### src/design/sfrsc_pkg.sv
package sfrsc_pkg;

  localparam int unsigned CfgIdxW = 3;
  localparam logic [6:0]  LenReset = 7'd14;
  localparam logic [6:0]  LenMin = 7'd6;

  typedef enum logic [CfgIdxW-1:0] {
    REG_START_CODE   = 3'd0,
    REG_SLAVE_ADDR   = 3'd1,
    REG_RUNTIME_CMD  = 3'd2,
    REG_SYSTEM_CMD   = 3'd3,
    REG_RUNTIME_LEN  = 3'd4,
    REG_SYSTEM_LEN   = 3'd5,
    REG_END_CODE     = 3'd6
  } cfg_reg_e;

  typedef enum logic [2:0] {
    ST_ACCEPTED   = 3'd0,
    ST_HDR_REJECT = 3'd1,
    ST_FRAME_OK   = 3'd2,
    ST_SUM_BAD    = 3'd3,
    ST_END_BAD    = 3'd4
  } status_e;

  typedef struct packed {
    logic [7:0] start_code;
    logic [7:0] slave_address;
    logic [7:0] runtime_command;
    logic [7:0] system_command;
    logic [6:0] runtime_length;
    logic [6:0] system_length;
    logic [7:0] end_code;
  } cfg_t;

  typedef struct packed {
    logic [7:0] payload_byte;
    logic [5:0] byte_position;
    logic       frame_kind;
    status_e    status;
  } res_t;

endpackage

### src/design/sfrsc_frame_core.sv
module sfrsc_frame_core #(
  parameter int unsigned MAX_FRAME_LEN = 64
) (
  input  logic          clk_i,
  input  logic          rst_ni,
  input  logic          take_i,
  input  logic [7:0]    rx_byte_i,
  input  sfrsc_pkg::cfg_t cfg_i,
  output sfrsc_pkg::res_t res_o
);
  import sfrsc_pkg::*;

  localparam logic [6:0] LenMax = (MAX_FRAME_LEN > 127) ? 7'd127 : 7'(MAX_FRAME_LEN);

  logic [6:0]  pos_q, pos_d;
  logic [6:0]  len_q, len_d;
  logic        kind_q, kind_d;
  logic [15:0] sum_q, sum_d;
  logic [7:0]  lo_q, lo_d;
  logic [7:0]  hi_q, hi_d;
  logic        take_byte;
  status_e     status;
  logic [7:0]  p8;
  logic [7:0]  l8;
  logic [7:0]  el8;

  function automatic logic [6:0] clamp_len(input logic [6:0] len);
    logic [6:0] r;
    r = len;
    if (len < LenMin) r = LenMin;
    else if (len > LenMax) r = LenMax;
    return r;
  endfunction

  assign p8  = {1'b0, pos_q};
  assign l8  = {1'b0, len_q};

  always_comb begin
    pos_d     = pos_q;
    len_d     = len_q;
    kind_d    = kind_q;
    sum_d     = sum_q;
    lo_d      = lo_q;
    hi_d      = hi_q;
    status    = ST_ACCEPTED;
    take_byte = 1'b0;
    if (pos_q == 7'd0) begin
      if (rx_byte_i == cfg_i.start_code) begin
        sum_d  = '0;
        kind_d = 1'b0;
        pos_d  = 7'd1;
      end else begin
        status = ST_HDR_REJECT;
      end
    end else if (pos_q == 7'd1) begin
      if (rx_byte_i == cfg_i.slave_address) begin
        sum_d = sum_q + {8'd0, rx_byte_i};
        pos_d = 7'd2;
      end else begin
        status = ST_HDR_REJECT;
        kind_d = 1'b0;
        pos_d  = 7'd0;
      end
    end else if (pos_q == 7'd2) begin
      if (rx_byte_i == cfg_i.runtime_command) begin
        kind_d    = 1'b0;
        len_d     = clamp_len(cfg_i.runtime_length);
        take_byte = 1'b1;
        pos_d     = 7'd3;
      end else if (rx_byte_i == cfg_i.system_command) begin
        kind_d    = 1'b1;
        len_d     = clamp_len(cfg_i.system_length);
        take_byte = 1'b1;
        pos_d     = 7'd3;
      end else begin
        status = ST_HDR_REJECT;
        kind_d = 1'b0;
        pos_d  = 7'd0;
      end
    end else if (p8 + 8'd1 < l8) begin
      take_byte = 1'b1;
      pos_d     = pos_q + 7'd1;
    end else if (p8 + 8'd1 == l8) begin
      if (rx_byte_i != cfg_i.end_code) status = ST_END_BAD;
      else if (sum_q[7:0] == lo_q && sum_q[15:8] == hi_q) status = ST_FRAME_OK;
      else status = ST_SUM_BAD;
      pos_d = 7'd0;
    end else begin
      status = ST_HDR_REJECT;
      kind_d = 1'b0;
      pos_d  = 7'd0;
    end
    el8 = {1'b0, len_d};
    if (take_byte) begin
      if (p8 + 8'd5 <= el8) sum_d = sum_q + {8'd0, rx_byte_i};
      if (p8 + 8'd4 == el8) lo_d = rx_byte_i;
      if (p8 + 8'd3 == el8) hi_d = rx_byte_i;
    end
  end

  always_ff @(posedge clk_i or negedge rst_ni) begin
    if (!rst_ni) begin
      pos_q  <= '0;
      len_q  <= '0;
      kind_q <= 1'b0;
      sum_q  <= '0;
      lo_q   <= '0;
      hi_q   <= '0;
    end else if (take_i) begin
      pos_q  <= pos_d;
      len_q  <= len_d;
      kind_q <= kind_d;
      sum_q  <= sum_d;
      lo_q   <= lo_d;
      hi_q   <= hi_d;
    end
  end

  assign res_o.payload_byte  = rx_byte_i;
  assign res_o.byte_position = pos_q[5:0];
  assign res_o.frame_kind    = kind_d;
  assign res_o.status        = status;

endmodule

### src/design/serial_frame_receiver_sum_check_unit.sv
// Serial frame receiver with a 16-bit wrapping sum check.
//
// Input channel (in_valid_i / in_ready_o / rx_byte_i) takes one received
// byte per item. Each byte yields exactly one result item on the output
// channel (out_valid_o / out_ready_i): the byte echoed, its position in the
// frame, the frame kind and a status (accepted, header rejected, frame ok,
// checksum bad, end code bad).
// The result is registered: a byte taken in one cycle is shown at the
// output in the next. Throughput is one item per cycle while the output
// register drains; the frame state and the sum update in a single pass
// between the frame state and the output register.
// When the receiver stalls, the result holds in the output register and a
// new byte is taken only in a cycle where that register is drained.
// Reset clears the frame state to position zero and loads the register
// defaults (lengths 14, all codes zero). Registers are written through the
// cfg channel, always ready; the user must write them only while the block is idle, which the block does not enforce.
module serial_frame_receiver_sum_check_unit #(
  parameter int unsigned MAX_FRAME_LEN = 64
) (
  input  logic                         clk_i,
  input  logic                         rst_ni,
  input  logic                         in_valid_i,
  output logic                         in_ready_o,
  input  logic [7:0]                   rx_byte_i,
  output logic                         out_valid_o,
  input  logic                         out_ready_i,
  output logic [7:0]                   payload_byte_o,
  output logic [5:0]                   byte_position_o,
  output logic                         frame_kind_o,
  output logic [2:0]                   status_o,
  input  logic                         cfg_valid_i,
  output logic                         cfg_ready_o,
  input  logic [sfrsc_pkg::CfgIdxW-1:0] cfg_index_i,
  input  logic [7:0]                   cfg_data_i
);
  import sfrsc_pkg::*;

  cfg_t cfg_q;
  res_t res;
  res_t res_q;
  logic out_valid_q;
  logic in_fire;
  logic out_fire;

  assign cfg_ready_o = 1'b1;
  assign in_ready_o  = !out_valid_q || out_ready_i;
  assign in_fire     = in_valid_i && in_ready_o;
  assign out_fire    = out_valid_q && out_ready_i;

  always_ff @(posedge clk_i or negedge rst_ni) begin
    if (!rst_ni) begin
      cfg_q.start_code      <= '0;
      cfg_q.slave_address   <= '0;
      cfg_q.runtime_command <= '0;
      cfg_q.system_command  <= '0;
      cfg_q.runtime_length  <= LenReset;
      cfg_q.system_length   <= LenReset;
      cfg_q.end_code        <= '0;
    end else if (cfg_valid_i) begin
      unique case (cfg_reg_e'(cfg_index_i))
        REG_START_CODE:  cfg_q.start_code      <= cfg_data_i;
        REG_SLAVE_ADDR:  cfg_q.slave_address   <= cfg_data_i;
        REG_RUNTIME_CMD: cfg_q.runtime_command <= cfg_data_i;
        REG_SYSTEM_CMD:  cfg_q.system_command  <= cfg_data_i;
        REG_RUNTIME_LEN: cfg_q.runtime_length  <= cfg_data_i[6:0];
        REG_SYSTEM_LEN:  cfg_q.system_length   <= cfg_data_i[6:0];
        REG_END_CODE:    cfg_q.end_code        <= cfg_data_i;
        default: ;
      endcase
    end
  end

  sfrsc_frame_core #(
    .MAX_FRAME_LEN(MAX_FRAME_LEN)
  ) u_core (
    .clk_i    (clk_i),
    .rst_ni   (rst_ni),
    .take_i   (in_fire),
    .rx_byte_i(rx_byte_i),
    .cfg_i    (cfg_q),
    .res_o    (res)
  );

  always_ff @(posedge clk_i or negedge rst_ni) begin
    if (!rst_ni) begin
      out_valid_q <= 1'b0;
    end else if (in_fire) begin
      out_valid_q <= 1'b1;
    end else if (out_fire) begin
      out_valid_q <= 1'b0;
    end
  end

  always_ff @(posedge clk_i) begin
    if (in_fire) begin
      res_q <= res;
    end
  end

  assign out_valid_o     = out_valid_q;
  assign payload_byte_o  = res_q.payload_byte;
  assign byte_position_o = res_q.byte_position;
  assign frame_kind_o    = res_q.frame_kind;
  assign status_o        = res_q.status;

  a_reject_restarts: assert property (@(posedge clk_i) disable iff (!rst_ni)
    (in_fire && res.status != ST_ACCEPTED) |=> (res.byte_position == 6'd0))
    else $error("frame position not returned to zero after a closing status");

  a_fire_shows: assert property (@(posedge clk_i) disable iff (!rst_ni)
    in_fire |=> out_valid_o)
    else $error("accepted item not presented");

  a_drain_empties: assert property (@(posedge clk_i) disable iff (!rst_ni)
    (out_fire && !in_fire) |=> !out_valid_o)
    else $error("taken item presented again");

endmodule

### config.mk
export PLATFORM = sky130hd
export DESIGN_NAME = serial_frame_receiver_sum_check_unit
export DESIGN_NICKNAME = d
export VERILOG_FILES = /design/src/design/sfrsc_pkg.sv /design/src/design/sfrsc_frame_core.sv /design/src/design/serial_frame_receiver_sum_check_unit.sv
export SDC_FILE = /design/constraint.sdc
export NUM_CORES = 1
export LEC_CHECK = 0
export BUFFER_PORTS_ARGS = -buffer_cell sky130_fd_sc_hd__buf_4
export CORE_MARGIN = 2
export CORE_UTILIZATION = 37
export DETAILED_ROUTE_END_ITERATION = 10
export PLACE_DENSITY = 0.61
export SLEW_MARGIN = 5
export SYNTH_ARGS = -nofsm -noshare
export SYNTH_HDL_FRONTEND = slang
export SYNTH_SLANG_ARGS = --single-unit
### constraint.sdc
create_clock -name clk_i -period 5 [get_ports clk_i]
set_input_delay 1.25 -clock clk_i [delete_from_list [all_inputs] [get_ports clk_i]]
set_output_delay 1.25 -clock clk_i [all_outputs]
set_load 0.01 [all_outputs]
==> results.md <==
* Slew HR at a little under a quarter
* H-tree depth at 4
* Vias in the first global route at about 5300
* Max Root-Sink Buffers at 2
* Placed insts at about 900
* TritonCTS clock tree: yes
* TritonCTS Buffers at 17
* Worst flop-to-flop path endpoint: u_core.sum_q[8]
* Hold crit path type: reg2reg
* Site Rows at ~50
* Switching power total at about 0.0015 W
* Pwr/cell area at 512 nW/um^2
* Global Route Usage Sum at about 19%
* Post_cts resized at 0
* Layout cell share with drive strength beyond 1 at ~30%
* Worst R2R Path Depth at 17
* Worst R2R Start: u_core.pos_q[3]
* Startpoint Class: primary input
* Required time of the critical path at approximately 5.3 ns
* Die Height at 140 um
* Antenna Diode Count at 0
* Static leakage at 3.55 nW
* Port Buffers at 43
* Sw frac at between 30% and 40%
* Synth Area in Adders at ~5.8%
* Internal at ~0.0027 W
* Worst EP arrival at around 5.1 ns
* Main synth FF type: dfrtp_1
* Vias/cell at 5.41
* Synth warn at 0
* Most frequent cells in the layout: 96 x dfrtp_1, 88 x buf_4, 71 x mux2_2, 48 x xnor2_1, 43 x nand2_1
* TritonCTS sink count at 120
* Path type of the worst setup path: in2reg
* Final hold viol count at 0
* Worst-Margin Slew at about 1.1 ns
* Number of flops mapped to enable cells by yosys at 18
* Clk_lat worst skew at 0.42 ns
* Sequential share of the synthesized area at approximately 45%
* Register share of total power at about 34%
* Maximum VDD drop at 343 uV
* Clock Tree Root: clkbuf_16
* Clock skew at roughly 0.012 ns
* WHS Path Cells at 1
* CP max FO at 8
* Die area at 19600 um^2
* Max-cap viol count at 0
* Routed WL per cell at between 15 and 20 um
* Drt pass-1 iters at 6
* Final slew viol count at 0
* Crit end category: flip-flop
* Post-synthesis simple-gate area fraction at a little under an eighth
* Proportion of synthesized area in mux cells at a little under an eighth
* Final net count at 754
* Via count at around 5000
* Outcome: complete, no violations
* Hold Buf Count CTS at 0
* Aggregate global routing overflow at 0
* Cell count after synthesis at 615
* Netlist Area Pre-Place at just under 7000 um^2
* Library cells used by synthesis at 66
* Global-route wire length before repair at around 29000 um
* Setup bufs post-CTS at 0
* DR iter-0 viols at between 600 and 700
* Initial core utilization at between 30% and 40%
* Final setup vio count at 0
* Reg-to-reg slack, setup at approximately 0.45 ns
* Post-synth ARST share at 85.0%
* Syn_nets at between 600 and 700
* Combinational family with the most area after synthesis: simple AND/OR/NAND/NOR gates
* Combinational share of power at 36.8%
* CP endpoint: u_core.lo_q[4]
* Fmax at about 210 MHz
* Clock group share of total power at between 20% and 30%
* DRC errors left at 0
* Mean Syn Cell Area at roughly 11 um^2
* Antenna violations before repair at 0
* Final HPWL DP at about 13000 um
* Antenna viol nets, final at 0
* Compound-Gate Fraction of Synth Area at a little under an eighth
* Commonest non-fill, non-tap cell in the layout: dfrtp_1
* I/O pin cnt at 45
* Critical path startpoint: rx_byte_i[2]
* Final std cells w/o fill at between 900 and 1000
* Area of the core at about 18000 um^2
* Largest net degree at the start of global routing at 73
* Tmin final at 4.81 ns
* Unrepaired setup endpoints after global routing: false
* Tot Pwr at about 0.0042 W
* CTS clk-pin slew, worst paths at approximately 0.060 ns
* Post-Route WL at roughly 17000 um
* Area Overhead vs Synth at 21.1%
* Tcrit/Tclk final at a little under 100%
* Yosys reg bits at 120
* XOR/XNOR Fraction of Synth Area at between 10% and 20%
* Die width at ~140 um
* RePlAce Congestion at slightly above 0.9
[cell type report]
class,count,area [um^2]
Fill cell,1684,9750
Multi-Input combinational cell,444,3520
Sequential cell,120,3100
Timing Repair Buffer,88,661
Clock buffer,19,433
Tap cell,229,287
Clock inverter,13,168
Inverter,28,105
[per-layer routing]
metal  part of all wire, %  wire, um  vias to the layer above  track usage (%)
li1                      -         -                     2404                -
met1                    47      8150                     2523             24.8
met2                    48      8290                      137             30.3
met3                   3.7       641                       28             3.90
met4                   1.8       320                        0             5.53
met5                     0         0                        -                0
[power by group through the flow]
stage | sequential, W | combinational, W | clock, W
final | 0.00143 | 0.00156 | 0.00125
after global routing | 0.00145 | 0.00170 | 0.00132
after CTS | 0.00143 | 0.00154 | 0.00127
after detailed placement | 0.00144 | 0.00152 | 0
after global placement | 0.00143 | 0.00148 | 0
after floorplan | 0.00139 | 0.00106 | 0
[stage by stage]
step | cell area (um^2) | util, % | setup WS (ns) | hold WS (ns) | setup TNS [ns]
6_report | 8280 | 45.9 | 0.190 | 0.524 | 0
5_1_grt | 8280 | 45.9 | 0.0272 | 0.538 | 0
4_1_cts | 8280 | 45.9 | 0.269 | 0.530 | 0
3_5_place_dp | 7680 | 42.6 | -0.149 | 0.505 | -1.17
3_3_place_gp | 7680 | 42.6 | -0.0118 | 0.508 | -0.0943
2_1_floorplan | 6850 | - | 0.0122 | 0.420 | 0
[cell families (layout without fill, tap and decap cells)]
| family | Yosys count | in the layout |
|---|---|---|
| and+or+nand+nor | 148 | 148 |
| muxes | 71 | 71 |
| xor gates and xnor gates | 81 | 81 |
| AOI/OAI and AO/OA | 112 | 112 |
| DFF | 120 | 120 |
| other | 1 | 1 |
| buffers and inverters | 51 | 148 |
| adders and majority gates | 31 | 31 |
[registers in the layout, indices dropped and copies added, names as in the netlist]
| signal | count |
|---|---|
| byte_position_o | 6 |
| cfg_q | 54 |
| frame_kind_o | 1 |
| out_valid_o | 1 |
| payload_byte_o | 8 |
| status_o | 3 |
| u_core.hi_q | 8 |
| u_core.kind_q | 1 |
| u_core.len_q | 7 |
| u_core.lo_q | 8 |
| u_core.pos_q | 7 |
| u_core.sum_q | 16 |
[Yosys cell counts, types with 4 or more instances]
cell type / number / area share (%)
nand2_1: 43 / 2.4
a31oi_1: 7 / 0.64
a211oi_1: 4 / 0.44
ha_1: 30 / 5.5
nor4_1: 11 / 1.0
nor2b_1: 5 / 0.46
a21oi_1: 20 / 1.5
and3_1: 5 / 0.46
clkbuf_1: 17 / 0.93
dfstp_2: 6 / 2.3
a21o_1: 5 / 0.55
or2_2: 5 / 0.46
o21ai_0: 24 / 1.8
xnor2_1: 48 / 6.2
nand4_1: 16 / 1.5
edfxtp_1: 18 / 7.9
dfrtp_1: 96 / 35
o21a_1: 7 / 0.77
xor2_1: 32 / 4.1
inv_1: 28 / 1.5
a22o_1: 6 / 0.77
mux2_2: 71 / 12
nor3_1: 13 / 0.95
nor2_1: 16 / 0.88
nand3_1: 14 / 1.0
[critical path, cell delays in order]
cell and delay (ns):
buf_4 0.13, xor2_1 0.16, nor4_1 0.40, nand2_1 0.19, buf_4 0.18, a31oi_1 0.14, a21oi_1 0.10, o22a_1 0.20
ha_1 0.32, a2111oi_0 0.49, and3_1 0.24, a31oi_1 0.05, a2111o_1 0.44, nor4_4 0.22, buf_4 0.22, mux2_2 0.36
[how the worst min path moves through the flow]
stage	end	start	slack (ns)
floorplan	byte_position_o[5]	u_core.pos_q[5]	0.42
global placement	u_core.kind_q	u_core.kind_q	0.51
detailed placement	u_core.kind_q	u_core.kind_q	0.50
CTS	cfg_q[7]	cfg_q[7]	0.53
global route	cfg_q[38]	cfg_q[38]	0.54
finish	cfg_q[22]	cfg_q[22]	0.52
(Power assumes the default switching activity.)
